**config.mk**
```make
export PLATFORM = sky130hd
export DESIGN_NAME = ini_section_pair_scanner_flat
export DESIGN_NICKNAME = d
export VERILOG_FILES = /design/src/ispsc_pkg.sv /design/src/ispsc_if.sv /design/src/ini_section_pair_scanner.sv /design/src/ispsc_front.sv /design/src/ispsc_queue.sv /design/src/ispsc_back.sv /design/src/flat_wrapper.sv
export SDC_FILE = /design/constraint.sdc
export NUM_CORES = 1
export LEC_CHECK = 0
export CAP_MARGIN = 10
export CORE_MARGIN = 2
export CORE_UTILIZATION = 58
export CTS_CLUSTER_SIZE = 24
export DETAILED_ROUTE_END_ITERATION = 6
export DONT_BUFFER_PORTS = 1
export PLACE_DENSITY = 0.76
export SLEW_MARGIN = 20
export SYNTH_ARGS = -nofsm -noshare
export SYNTH_HDL_FRONTEND = slang
export SYNTH_SLANG_ARGS = --single-unit
```
**constraint.sdc**
```tcl
create_clock -name clk -period 3.88 [get_ports clk]
set_input_delay 0.776 -clock clk [delete_from_list [all_inputs] [get_ports clk]]
set_output_delay 0.776 -clock clk [all_outputs]
set_load 0.01 [all_outputs]
```
**src/ispsc_pkg.sv**
```systemverilog
// Shared types and constants for the INI section and pair scanner.
// Used by every module and by the channel interfaces; depends on nothing.
package ispsc_pkg;

  localparam int OFFSET_BITS_DEF = 16;
  localparam int QUEUE_DEPTH = 4;
  localparam int FIELD_BITS = 16;

  localparam logic [7:0] CHAR_CR     = 8'h0D;
  localparam logic [7:0] CHAR_LF     = 8'h0A;
  localparam logic [7:0] CHAR_HASH   = 8'h23;
  localparam logic [7:0] CHAR_LBRACK = 8'h5B;
  localparam logic [7:0] CHAR_RBRACK = 8'h5D;
  localparam logic [7:0] CHAR_EQ     = 8'h3D;
  localparam logic [7:0] CHAR_SPACE  = 8'h20;
  localparam logic [7:0] CHAR_TAB    = 8'h09;

  typedef enum logic [2:0] {
    CLS_OTHER,
    CLS_CR,
    CLS_LF,
    CLS_HASH,
    CLS_LBRACK,
    CLS_RBRACK,
    CLS_EQ,
    CLS_BLANK
  } byte_class_t;

  typedef enum logic [3:0] {
    MODE_PRE,
    MODE_PRE_CMT,
    MODE_SEC,
    MODE_BODY,
    MODE_BODY_CMT,
    MODE_KEY,
    MODE_GAP,
    MODE_VAL,
    MODE_ERR
  } scan_mode_t;

  typedef enum logic [1:0] {
    EV_NONE,
    EV_SECTION,
    EV_PAIR,
    EV_ERROR
  } event_kind_t;

  typedef struct packed {
    byte_class_t cls;
    logic        fin;
  } queue_entry_t;

  typedef struct packed {
    logic full;
    logic empty;
  } queue_status_t;

  function automatic byte_class_t classify(input logic [7:0] b);
    byte_class_t c;
    case (b)
      CHAR_CR:     c = CLS_CR;
      CHAR_LF:     c = CLS_LF;
      CHAR_HASH:   c = CLS_HASH;
      CHAR_LBRACK: c = CLS_LBRACK;
      CHAR_RBRACK: c = CLS_RBRACK;
      CHAR_EQ:     c = CLS_EQ;
      CHAR_SPACE:  c = CLS_BLANK;
      CHAR_TAB:    c = CLS_BLANK;
      default:     c = CLS_OTHER;
    endcase
    return c;
  endfunction

endpackage

```
**src/ispsc_if.sv**
```systemverilog
// Valid/ready channel interfaces for the scanner's text input and event output.
// Depends on ispsc_pkg for the field widths.
interface ispsc_text_if;
  logic       valid;
  logic       ready;
  logic [7:0] text_byte;
  logic       final_byte;

  modport source (output valid, output text_byte, output final_byte, input ready);
  modport sink (input valid, input text_byte, input final_byte, output ready);
endinterface

interface ispsc_event_if;
  logic                               valid;
  logic                               ready;
  logic [1:0]                         event_kind;
  logic                               end_of_text;
  logic [ispsc_pkg::FIELD_BITS-1:0]   name_start;
  logic [ispsc_pkg::FIELD_BITS-1:0]   name_length;
  logic [ispsc_pkg::FIELD_BITS-1:0]   value_start;
  logic [ispsc_pkg::FIELD_BITS-1:0]   value_length;

  modport source (output valid, output event_kind, output end_of_text, output name_start,
                  output name_length, output value_start, output value_length,
                  input ready);
  modport sink (input valid, input event_kind, input end_of_text, input name_start,
                input name_length, input value_start, input value_length,
                output ready);
endinterface

```
**src/ini_section_pair_scanner.sv**
```systemverilog
// INI section and key/value scanner: takes one text byte per beat and returns
// one event beat per finished section, finished pair, error and end of text.
// The block accepts a byte every cycle while its queue is not full. A byte's event
// reaches the output through the queue: the classified byte is written to the queue
// at the accepting edge, and popped into the event output register once that is free.
// Offsets are OFFSET_BITS wide internally and wrap; event fields are 16 bits.
// Depends on ispsc_pkg, the channel interfaces, ispsc_front, ispsc_queue, ispsc_back.
module ini_section_pair_scanner #(
  parameter int OFFSET_BITS = ispsc_pkg::OFFSET_BITS_DEF
) (
  input  logic          clk,
  input  logic          rst,
  ispsc_text_if.sink    text_in,
  ispsc_event_if.source event_out
);
  import ispsc_pkg::*;

  queue_entry_t  push_entry;
  queue_entry_t  head;
  queue_status_t status;
  logic          push;
  logic          pop;

  ispsc_front u_front (
    .text_in (text_in),
    .status  (status),
    .push    (push),
    .entry   (push_entry)
  );

  ispsc_queue u_queue (
    .clk        (clk),
    .rst        (rst),
    .push       (push),
    .push_entry (push_entry),
    .pop        (pop),
    .head       (head),
    .status     (status)
  );

  ispsc_back #(
    .OFFSET_BITS (OFFSET_BITS)
  ) u_back (
    .clk       (clk),
    .rst       (rst),
    .head      (head),
    .status    (status),
    .pop       (pop),
    .event_out (event_out)
  );

  a_pop_nonempty: assert property (@(posedge clk) disable iff (rst)
    pop |-> !status.empty)
    else $error("Back end popped an empty queue.");

  a_push_fills: assert property (@(posedge clk) disable iff (rst)
    push && !pop |=> !status.empty)
    else $error("Queue empty after an unmatched push.");

  a_status_sane: assert property (@(posedge clk) disable iff (rst)
    !(status.full && status.empty))
    else $error("Queue reports full and empty at once.");

  a_none_only_at_end: assert property (@(posedge clk) disable iff (rst)
    event_out.valid && event_out.event_kind == EV_NONE |-> event_out.end_of_text)
    else $error("Empty event emitted before the end of text.");

endmodule

```
**src/ispsc_front.sv**
```systemverilog
// Front end: accepts text beats and classifies each byte for the back end.
// Depends on ispsc_pkg and ispsc_text_if.
module ispsc_front (
  ispsc_text_if.sink             text_in,
  input  ispsc_pkg::queue_status_t status,
  output logic                   push,
  output ispsc_pkg::queue_entry_t entry
);
  import ispsc_pkg::*;

  assign text_in.ready = !status.full;
  assign push          = text_in.valid && !status.full;
  assign entry.cls     = classify(text_in.text_byte);
  assign entry.fin     = text_in.final_byte;

endmodule

```
**src/ispsc_queue.sv**
```systemverilog
// Short queue of classified bytes between the front and back ends.
// Depends on ispsc_pkg.
module ispsc_queue (
  input  logic                    clk,
  input  logic                    rst,
  input  logic                    push,
  input  ispsc_pkg::queue_entry_t push_entry,
  input  logic                    pop,
  output ispsc_pkg::queue_entry_t head,
  output ispsc_pkg::queue_status_t status
);
  import ispsc_pkg::*;

  localparam int PTR_BITS = $clog2(QUEUE_DEPTH);
  localparam int CNT_BITS = $clog2(QUEUE_DEPTH + 1);

  queue_entry_t        mem [QUEUE_DEPTH];
  logic [PTR_BITS-1:0] wr_ptr;
  logic [PTR_BITS-1:0] rd_ptr;
  logic [CNT_BITS-1:0] count;

  assign head         = mem[rd_ptr];
  assign status.full  = (count == CNT_BITS'(QUEUE_DEPTH));
  assign status.empty = (count == '0);

  always_ff @(posedge clk) begin
    if (push) begin
      mem[wr_ptr] <= push_entry;
    end
  end

  always_ff @(posedge clk) begin
    if (rst) begin
      wr_ptr <= '0;
      rd_ptr <= '0;
      count  <= '0;
    end else begin
      if (push) begin
        wr_ptr <= (wr_ptr == PTR_BITS'(QUEUE_DEPTH - 1)) ? '0 : wr_ptr + PTR_BITS'(1);
      end
      if (pop) begin
        rd_ptr <= (rd_ptr == PTR_BITS'(QUEUE_DEPTH - 1)) ? '0 : rd_ptr + PTR_BITS'(1);
      end
      if (push && !pop) begin
        count <= count + CNT_BITS'(1);
      end else if (pop && !push) begin
        count <= count - CNT_BITS'(1);
      end
    end
  end

endmodule

```
**src/ispsc_back.sv**
```systemverilog
// Back end: runs the scan state machine on classified bytes and holds the
// event output register. Depends on ispsc_pkg and ispsc_event_if.
module ispsc_back #(
  parameter int OFFSET_BITS = ispsc_pkg::OFFSET_BITS_DEF
) (
  input  logic                    clk,
  input  logic                    rst,
  input  ispsc_pkg::queue_entry_t head,
  input  ispsc_pkg::queue_status_t status,
  output logic                    pop,
  ispsc_event_if.source           event_out
);
  import ispsc_pkg::*;

  localparam int W = OFFSET_BITS;

  scan_mode_t  mode;
  scan_mode_t  mode_next;
  logic [W-1:0] pos;
  logic [W-1:0] token_start;
  logic [W-1:0] token_start_next;
  logic [W-1:0] key_len;
  logic [W-1:0] key_len_next;
  logic [W-1:0] value_begin;
  logic [W-1:0] value_begin_next;
  logic         prev_cr;

  event_kind_t  kind;
  logic [W-1:0] ns;
  logic [W-1:0] nl;
  logic [W-1:0] vs;
  logic [W-1:0] vl;
  logic         emit;
  byte_class_t  cls;
  logic         fin;

  function automatic logic [FIELD_BITS-1:0] fit_field(input logic [W-1:0] v);
    logic [31:0] e;
    e = 32'(v);
    return e[FIELD_BITS-1:0];
  endfunction

  assign cls = head.cls;
  assign fin = head.fin;
  assign pop = !status.empty && (!event_out.valid || event_out.ready);

  always_comb begin
    mode_next = mode;
    case (mode)
      MODE_PRE: begin
        if (cls inside {CLS_CR, CLS_LF}) mode_next = MODE_PRE;
        else if (cls == CLS_HASH) mode_next = MODE_PRE_CMT;
        else if (cls == CLS_LBRACK) mode_next = MODE_SEC;
        else mode_next = MODE_ERR;
      end
      MODE_PRE_CMT: if (cls == CLS_LF) mode_next = MODE_PRE;
      MODE_SEC: begin
        if (cls == CLS_RBRACK) mode_next = MODE_BODY;
        else if (cls == CLS_LF) mode_next = MODE_ERR;
      end
      MODE_BODY: begin
        if (cls inside {CLS_CR, CLS_LF}) mode_next = MODE_BODY;
        else if (cls == CLS_HASH) mode_next = MODE_BODY_CMT;
        else if (cls == CLS_LBRACK) mode_next = MODE_SEC;
        else mode_next = MODE_KEY;
      end
      MODE_BODY_CMT: if (cls == CLS_LF) mode_next = MODE_BODY;
      MODE_KEY: begin
        if (cls == CLS_LF) mode_next = MODE_ERR;
        else if (cls == CLS_EQ) mode_next = MODE_GAP;
      end
      MODE_GAP: begin
        if (cls == CLS_BLANK) mode_next = MODE_GAP;
        else if (cls == CLS_LF) mode_next = MODE_BODY;
        else mode_next = MODE_VAL;
      end
      MODE_VAL: if (cls == CLS_LF) mode_next = MODE_BODY;
      default: mode_next = MODE_ERR;
    endcase
  end

  always_comb begin
    kind             = EV_NONE;
    ns               = '0;
    nl               = '0;
    vs               = '0;
    vl               = '0;
    token_start_next = token_start;
    key_len_next     = key_len;
    value_begin_next = value_begin;
    case (mode)
      MODE_PRE: begin
        if (cls == CLS_LBRACK) token_start_next = pos + W'(1);
        else if (!(cls inside {CLS_CR, CLS_LF, CLS_HASH})) kind = EV_ERROR;
      end
      MODE_SEC: begin
        if (cls == CLS_RBRACK) begin
          kind = EV_SECTION;
          ns   = token_start;
          nl   = pos - token_start;
        end else if (cls == CLS_LF) begin
          kind = EV_ERROR;
        end
      end
      MODE_BODY: begin
        if (cls == CLS_LBRACK) begin
          token_start_next = pos + W'(1);
        end else if (!(cls inside {CLS_CR, CLS_LF, CLS_HASH})) begin
          token_start_next = pos;
          key_len_next     = W'(1);
        end
      end
      MODE_KEY: begin
        if (cls == CLS_LF) kind = EV_ERROR;
        else if (!(cls inside {CLS_EQ, CLS_BLANK})) key_len_next = pos - token_start + W'(1);
      end
      MODE_GAP: begin
        if (cls == CLS_LF) begin
          kind = EV_PAIR;
          ns   = token_start;
          nl   = key_len;
          vs   = pos;
        end else if (cls != CLS_BLANK) begin
          value_begin_next = pos;
        end
      end
      MODE_VAL: begin
        if (cls == CLS_LF) begin
          kind = EV_PAIR;
          ns   = token_start;
          nl   = key_len;
          vs   = value_begin;
          vl   = pos - value_begin - W'(prev_cr);
        end
      end
      default: kind = EV_NONE;
    endcase
    if (fin && kind == EV_NONE && mode_next != MODE_BODY && mode_next != MODE_BODY_CMT) begin
      kind = EV_ERROR;
    end
    emit = fin || (kind != EV_NONE);
  end

  always_ff @(posedge clk) begin
    if (rst) begin
      mode        <= MODE_PRE;
      pos         <= '0;
      token_start <= '0;
      key_len     <= '0;
      value_begin <= '0;
      prev_cr     <= 1'b0;
    end else if (pop) begin
      if (fin) begin
        mode        <= MODE_PRE;
        pos         <= '0;
        token_start <= '0;
        key_len     <= '0;
        value_begin <= '0;
        prev_cr     <= 1'b0;
      end else begin
        mode        <= mode_next;
        pos         <= pos + W'(1);
        token_start <= token_start_next;
        key_len     <= key_len_next;
        value_begin <= value_begin_next;
        prev_cr     <= (cls == CLS_CR);
      end
    end
  end

  always_ff @(posedge clk) begin
    if (rst) begin
      event_out.valid <= 1'b0;
    end else if (pop) begin
      event_out.valid <= emit;
    end else if (event_out.ready) begin
      event_out.valid <= 1'b0;
    end
  end

  always_ff @(posedge clk) begin
    if (pop && emit) begin
      event_out.event_kind   <= kind;
      event_out.end_of_text  <= fin;
      event_out.name_start   <= fit_field(ns);
      event_out.name_length  <= fit_field(nl);
      event_out.value_start  <= fit_field(vs);
      event_out.value_length <= fit_field(vl);
    end
  end

endmodule

```
**src/flat_wrapper.sv**
```systemverilog
// flat-port wrapper written by rule: the top's interface ports become plain ports
module ini_section_pair_scanner_flat import ispsc_pkg::*;
#(
  parameter int OFFSET_BITS = ispsc_pkg::OFFSET_BITS_DEF
)
  (clk, rst, text_in_valid, text_in_text_byte, text_in_final_byte, text_in_ready, event_out_valid, event_out_event_kind, event_out_end_of_text, event_out_name_start, event_out_name_length, event_out_value_start, event_out_value_length, event_out_ready);
  ispsc_text_if text_in_i ();
  ispsc_event_if event_out_i ();
  input  logic clk;
  input  logic rst;
  input wire logic [$bits(text_in_i.valid)-1:0] text_in_valid;
  input wire logic [$bits(text_in_i.text_byte)-1:0] text_in_text_byte;
  input wire logic [$bits(text_in_i.final_byte)-1:0] text_in_final_byte;
  output wire logic [$bits(text_in_i.ready)-1:0] text_in_ready;
  output wire logic [$bits(event_out_i.valid)-1:0] event_out_valid;
  output wire logic [$bits(event_out_i.event_kind)-1:0] event_out_event_kind;
  output wire logic [$bits(event_out_i.end_of_text)-1:0] event_out_end_of_text;
  output wire logic [$bits(event_out_i.name_start)-1:0] event_out_name_start;
  output wire logic [$bits(event_out_i.name_length)-1:0] event_out_name_length;
  output wire logic [$bits(event_out_i.value_start)-1:0] event_out_value_start;
  output wire logic [$bits(event_out_i.value_length)-1:0] event_out_value_length;
  input wire logic [$bits(event_out_i.ready)-1:0] event_out_ready;
  assign text_in_i.valid = text_in_valid;
  assign text_in_i.text_byte = text_in_text_byte;
  assign text_in_i.final_byte = text_in_final_byte;
  assign text_in_ready = text_in_i.ready;
  assign event_out_valid = event_out_i.valid;
  assign event_out_event_kind = event_out_i.event_kind;
  assign event_out_end_of_text = event_out_i.end_of_text;
  assign event_out_name_start = event_out_i.name_start;
  assign event_out_name_length = event_out_i.name_length;
  assign event_out_value_start = event_out_i.value_start;
  assign event_out_value_length = event_out_i.value_length;
  assign event_out_i.ready = event_out_ready;
  ini_section_pair_scanner #(.OFFSET_BITS(OFFSET_BITS)) u_core (.clk(clk), .rst(rst), .text_in(text_in_i), .event_out(event_out_i));
endmodule
```
==> impl_metrics.py, run 1 <==
metrics = {
    "timing": {
        "rsz0062_at_grt": "no",
        "clock_skew_ns": 0.01003,
        "tns_ns": 0,
        "fin_crit_ns": 3.574,
        "clock.fmax_mhz": 279.8,
        "worst-slew-pin-transition_ns": 0.9831,
        "finalSetupViolations": 0,
        "max-slew-margin-rel_pct": 34.45,
        "fin_crit_sh_pct": 92.10,
        "fin_ws_ns": 0.3063,
        "slew_violations": 0,
        "hold_viol_final": 0,
        "hold_ws_ns": 0.4065,
    },
    "route": {
        "drtAntennaViolNets": 0,
        "maxUsedRoutingLayer": "met4",
        "detail_route.first_pass.iterations": 5,
        "wl_met1_um": 9357,
        "dr_total_vias": 6919,
        "met3_length_um": 909,
        "drc": 0,
        "viasPerCell": 5.996,
        "wl_met2_um": 8724,
        "drt-wirelength-per-cell_um": 16.85,
        "drt_iter0_markers": 593,
        "drt-total-wl_um": 19440,
    },
    "pwr": {
        "p_sw_share_pct": 36.52,
        "clock_power_share_pct": 26.3,
        "p_seq_share_pct": 45.5,
        "ir_worst_vdd_mv": 0.4383,
        "pwr-share-comb_pct": 28.2,
        "power.internal_mw": 3.929,
        "power_density_nw_per_um2": 633.3,
        "leakagePower_nw": 3.647,
        "totalPowerFinal_mw": 6.190,
        "p_switching_mw": 2.261,
    },
    "synth": {
        "async_flop_share_pct": 0,
        "synth_cells": 970,
        "synthSimpleGateAreaFrac_pct": 18.76,
        "synthAdderAreaFrac_pct": 7.658,
        "ys_types": 71,
        "synth_top_area_cell": "edfxtp_1",
        "synth-compound-area-share_pct": 16.42,
        "synth_edf_count": 83,
        "syn_nets": 1036,
        "syn-cell-area_um2": 9051,
        "syn_avg_cell_area_um2": 9.331,
        "ys_seq_elements": 162,
        "ys_seq_area_share_pct": 45.01,
        "yosys_warnings": 0,
        "synth_top_family_by_area": "simple AND/OR/NAND/NOR gates",
        "synth_xor_xnor_area_share_pct": 5.225,
        "synth_top_area_share_pct": 27.54,
        "synth_ff_type": "edfxtp_1",
        "synthTopCellsByArea": "edfxtp_1 (28%), dfxtp_1 (17%), ha_1 (6.8%)",
        "synthMuxAreaShare_pct": 1.327,
    },
    "clock_tree": {
        "clkSlewWorstSetupHoldPaths_ns": 0.07,
        "cts_buffers": 17,
        "clock_latency_ns": 0.43,
        "ctsLongestPathBuffers": 2,
        "cts_tree": "done",
        "cts.sinks": 162,
        "htree_levels": 4,
        "root_buffer": "clkbuf_16",
    },
    "die": {
        "start_util_pct": 59.54,
        "design.core.area_um2": 15200,
        "pin_count": 82,
        "dieHeight_um": 128.9,
        "core.rowCount": 45,
        "die_x_um": 128.9,
        "dieArea_um2": 16620,
    },
    "setup_path": {
        "required_ns": 4.25,
        "reg2reg_to": "u_core.u_back.key_len[14]",
        "path_class": "reg -> reg",
        "reg2reg_depth": 12,
        "critical_path_peak_fanout": 9,
        "critPathCaptureType": "flip-flop",
        "startpoint_type": "flip-flop",
        "reg2reg_from": "u_core.u_back.pos[0]",
        "critPathArrivalTime_ns": 3.94,
        "ff2ff_setup_slack_ns": 0.31,
        "crit_path_start": "u_core.u_back.pos[0]",
        "setup.worst_path.end": "u_core.u_back.key_len[14]",
    },
    "layout": {
        "drive_above_1_share_pct": 6.936,
        "layout_commonest_cell": "nor2_1",
        "layout.nets": 1019,
        "regArea_um2": 4074,
        "fillers": 1212,
        "num_antenna_cells": 0,
        "mostFrequentLayoutCells": "nor2_1 (115), edfxtp_1 (83), dfxtp_1 (79)",
        "area_growth_pct": 7.976,
        "multi_input_area_um2": 4481,
    },
    "job": {
        "maxCapViolCount": 0,
    },
    "outcome": {
        "outcome": "complete, no violations",
    },
    "global_route": {
        "antenna_found_initial": 0,
        "grt.total_usage_pct": 24.77,
        "grt.overflow.total": 0,
        "grt_pass1_vias": 6505,
        "grt_start_max_net_pins": 74,
        "grt_pass1_wl_um": 32530,
    },
    "place": {
        "hpwl_um": 13540,
        "io_buffers": 0,
        "pre_cts_slack_ns": 0.4021,
        "routabilityCongestion": 0.9137,
    },
    "hold_path": {
        "hp-class": "in -> reg",
    },
}
==> metal layers <==
layer  vias to the layer above  global-route usage (%)
met4                         0                   9.079
met2                       192                   37.82
met5                         -                       0
li1                       3419                       -
met1                      3270                   34.51
met3                        38                   5.946
==> cell families after synthesis <==
family	after synthesis
AO/OA/AOI/OAI	222
XOR/XNOR	54
adder cells (fa/ha/maj)	53
buffers and inverters	127
flip-flops	162
multiplexers	7
AND/OR/NAND/NOR	345
==> timing repair <==
action	4_1_cts	5_1_grt
hold buffers	0	0
hold endpoints to repair	0	0
resized for setup	0	1
setup endpoints to repair	0	3
setup buffers	0	0
==> cells in the mapped netlist, drive strengths merged (17+ instances only) <==
cell type,n
and2,25
and3,17
o21ai,41
xnor2,40
nor2,115
ha,49
a22o,26
a21oi,66
dfxtp,79
nand3,19
inv,76
nor3,40
edfxtp,83
nand2,62
clkbuf,35
a22oi,32
==> metrics by stage <==
stage,cells,cell area (µm²),utilization (%)
floorplan,970,9055,-
global placement,1122,9194,60.48
detailed placement,1122,9194,60.48
CTS,1154,9767,64.25
global route,1154,9773,64.29
finish,1154,9773,64.29
==> power groups by stage <==
| stage | combinational, mW | clock [mW] | sequential, mW |
|---|---|---|---|
| finish | 1.74 | 1.63 | 2.82 |
| global route | 1.96 | 1.72 | 2.88 |
| CTS | 1.73 | 1.65 | 2.83 |
| detailed placement | 1.71 | 0 | 2.85 |
| global placement | 1.69 | 0 | 2.85 |
| floorplan | 1.33 | 0 | 2.78 |
==> how the worst min path moves through the flow <==
stage / startpoint / end / cells past startpoint
floorplan: u_core.u_back.key_len[13] / u_core.u_back.key_len[13] / 2
global placement: u_core.u_back.key_len[13] / u_core.u_back.key_len[13] / 2
detailed placement: u_core.u_back.key_len[12] / u_core.u_back.key_len[12] / 2
CTS: rst / u_core.u_back.value_begin[4] / 1
global route: rst / u_core.u_queue.wr_ptr[0] / 1
finish: rst / u_core.u_back.value_begin[4] / 1
==> final cells by class <==
type,instances,share of cell area [%]
multi-input cells,681,45.85
inverters,77,2.996
well taps,188,2.407
flip-flops and latches,162,41.68
clock buffers,21,4.827
clock inverters,11,1.037
repair buffers,14,1.203
==> critical path: stages (launching register included) <==
cell      delay (ns)
dfxtp_1         0.42
inv_1           0.15
ha_1            0.17
inv_1           0.06
fa_1            0.48
a211oi_1        0.34
o21ai_1         0.15
a221o_1         0.37
a21o_1          0.17
nor3_1          0.49
nand4_1         0.19
or4_1           0.42
nand3_1         0.09
==> flip-flops by register name, summed over array words and instances, names as in the netlist, 3 cells and up, named ones only <==
signal / flops
u_core.u_back.event_out.name_length: 16
u_core.u_queue.count: 3
u_core.u_back.mode: 4
u_core.u_back.event_out.value_length: 16
u_core.u_back.event_out.name_start: 16
u_core.u_queue.mem: 16
u_core.u_back.pos: 16
u_core.u_back.value_begin: 16
u_core.u_back.token_start: 16
u_core.u_back.event_out.value_start: 16
u_core.u_back.key_len: 16
Note: power is estimated with default switching activity, not from simulation.
==> inputs of run 2 (changes only) <==
--- a/config.mk
+++ b/config.mk
@@ -7,12 +7,12 @@
 export LEC_CHECK = 0
 export CAP_MARGIN = 10
 export CORE_MARGIN = 2
-export CORE_UTILIZATION = 58
+export CORE_UTILIZATION = 40
 export CTS_CLUSTER_SIZE = 24
 export DETAILED_ROUTE_END_ITERATION = 6
 export DONT_BUFFER_PORTS = 1
-export PLACE_DENSITY = 0.76
 export SLEW_MARGIN = 20
 export SYNTH_ARGS = -nofsm -noshare
 export SYNTH_HDL_FRONTEND = slang
+export SYNTH_HIERARCHICAL = 1
 export SYNTH_SLANG_ARGS = --single-unit
==> impl_metrics.py, run 2 <==
metrics = {
    "outcome": {
        "outcome": "complete, no violations",
    },
    "setup_path": {
        "required_ns": 4.05,
        "critPathArrivalTime_ns": 3.46,
        "critical_path_peak_fanout": 9,
        "critPathCaptureType": "flip-flop",
        "startpoint_type": "flip-flop",
        "path_class": "reg -> reg",
    },
    "layout": {
        "area_growth_pct": 10.20,
        "final_area_um2": 9940,
        "mostFrequentLayoutCells": "nor2_1 (142), edfxtp_1 (83), dfxtp_1 (79)",
        "fillers": 2078,
        "layout_commonest_cell": "nor2_1",
        "num_antenna_cells": 0,
        "layout.nets": 1030,
        "drive_above_1_share_pct": 7.385,
    },
    "synth": {
        "synthAdderAreaFrac_pct": 7.962,
        "synth_top_area_cell": "edfxtp_1",
        "syn_avg_cell_area_um2": 9.270,
        "ys_seq_elements": 162,
        "synth_top_area_share_pct": 27.63,
        "synth_top_family_by_area": "simple AND/OR/NAND/NOR gates",
        "async_flop_share_pct": 0,
        "ys_types": 65,
        "synth_cells": 973,
        "synth_ff_type": "edfxtp_1",
        "yosys_warnings": 6,
        "synth_edf_count": 83,
        "synth_xor_xnor_area_share_pct": 5.521,
        "synthTopCellsByArea": "edfxtp_1 (28%), dfxtp_1 (18%), ha_1 (7.1%)",
        "ys_seq_area_share_pct": 45.17,
        "synthSimpleGateAreaFrac_pct": 17.63,
        "synthMuxAreaShare_pct": 1.970,
        "synth_common_cells": "nor2_1 (142), edfxtp_1 (83), dfxtp_1 (79)",
        "synth-compound-area-share_pct": 16.23,
        "synth.most_common_cell": "nor2_1",
        "syn_nets": 1041,
        "syn-cell-area_um2": 9020,
    },
    "clock_tree": {
        "cts_buffers": 17,
        "root_buffer": "clkbuf_16",
        "cts_tree": "done",
        "htree_levels": 4,
        "ctsHoldBuffers": 0,
        "ctsLongestPathBuffers": 2,
        "clkSlewWorstSetupHoldPaths_ns": 0.07,
        "post_cts_resized": 0,
        "clock_latency_ns": 0.43,
        "postCtsSetupBuffers": 0,
        "cts.sinks": 162,
    },
    "route": {
        "drt-total-wl_um": 20600,
        "detail_route.first_pass.iterations": 6,
        "drc": 0,
        "dr_total_vias": 6880,
        "drt-wirelength-per-cell_um": 16.41,
        "drt_iter0_markers": 377,
        "viasPerCell": 5.482,
        "drtAntennaViolNets": 0,
    },
    "global_route": {
        "grt_pass1_wl_um": 34160,
        "grt.total_usage_pct": 17.85,
        "antenna_found_initial": 0,
        "grt_start_max_net_pins": 73,
        "grt_pass1_vias": 6762,
        "grt.overflow.total": 0,
    },
    "die": {
        "design.core.area_um2": 21960,
        "core.rowCount": 54,
        "dieHeight_um": 154.2,
        "dieArea_um2": 23770,
        "pin_count": 82,
        "start_util_pct": 41.08,
        "die_x_um": 154.2,
    },
    "timing": {
        "hold_viol_final": 0,
        "fin_crit_ns": 3.283,
        "clock.fmax_mhz": 304.6,
        "rsz0062_at_grt": "no",
        "finalSetupViolations": 0,
        "worst-slew-pin-transition_ns": 0.6884,
        "fin_crit_sh_pct": 84.62,
        "slew_violations": 0,
        "max-slew-margin-rel_pct": 54.10,
        "clock_skew_ns": 0.01130,
        "tns_ns": 0,
    },
    "job": {
        "maxCapViolCount": 0,
    },
    "place": {
        "io_buffers": 0,
        "place_area_um2": 9344,
        "routabilityCongestion": 0.9144,
        "hpwl_um": 14590,
    },
    "pwr": {
        "power_density_nw_per_um2": 658.5,
        "leakagePower_nw": 3.674,
        "ir_worst_vdd_mv": 0.5881,
    },
    "hold_path": {
        "hp-class": "in -> reg",
    },
}
## run 2: cell types whose count changed after synthesis, moves of 8 or more
| cell | before | now |
|---|---|---|
| nand2_1 | 61 | 70 |
| nor3_1 | 38 | 26 |
| o21ai_0 | 37 | 45 |
| nor2_1 | 115 | 142 |
| a21oi_1 | 65 | 50 |
| a22oi_1 | 32 | 40 |
| and2_1 | 25 | 9 |
## run 2: metrics by stage
stage                     hold slack [ns]  util [%]  cells  worst slack [ns]  total power, mW
final                              0.4060     45.27   1255            0.5967            6.545
after global routing               0.3885     45.27   1255            0.3490            6.937
after CTS                          0.3948     45.27   1255            0.5917            6.617
after detailed placement           0.4641     42.55   1223            0.6162            4.880
after global placement             0.4596     42.55   1223            0.6908            4.856
after floorplan                    0.4426         -    973           0.06959            4.310
## run 2: critical path, stage by stage, from the launching register on
cell	delay (ns)
dfxtp_1	0.31
buf_4	0.17
fa_1	0.48
inv_1	0.09
fa_1	0.18
nand2_1	0.07
and2_1	0.17
o21a_1	0.18
o21a_1	0.19
o311a_1	0.32
o41a_1	0.35
a31oi_1	0.30
or4_1	0.16
nand3b_1	0.07
## run 2: worst paths after layout
path         slack, ns                      start                                        to  depth (start not counted)
max               0.60       u_core/u_back/pos[0]  u_core/u_back/event_out.value_length[14]                         13
max reg2reg       0.60       u_core/u_back/pos[0]  u_core/u_back/event_out.value_length[14]                         13
min               0.41                        rst                   u_core/u_queue/count[0]                          1
min reg2reg       0.48  u_core/u_back/key_len[13]                 u_core/u_back/key_len[13]                          1
## run 2: final cells by class
type	count	area [µm²]	share of cell area [%]
Timing Repair Buffer	19	155.1	1.561
Clock buffer	20	436.7	4.393
Inverter	79	296.5	2.983
Tap cell	280	350.3	3.525
Clock inverter	12	158.9	1.599
Multi-Input combinational cell	683	4468	44.95
Sequential cell	162	4074	40.99
## run 2: routing by layer
layer	up-vias	wire length, µm	track usage (%)	share of wire [%]
met3	28	815	4.002	4.0
li1	3415	-	-	-
met4	0	424	6.008	2.1
met2	135	10260	30.77	50
met5	-	0	0	0
met1	3302	9097	22.10	44
## run 2: report_power, final
part / internal, mW / total [mW] / switching (mW)
combinational: 0.651 / 2.00 / 1.35
clock: 1.01 / 1.71 / 0.693
sequential: 2.44 / 2.84 / 0.402
total: 4.10 / 6.54 / 2.44
## run 2: cells by family after synthesis
logic type | Yosys count
AOI/OAI and AO/OA | 219
xor gates and xnor gates | 56
adders and majority gates | 55
buffers and inverters | 128
DFF | 162
muxes | 12
and+or+nand+nor | 341
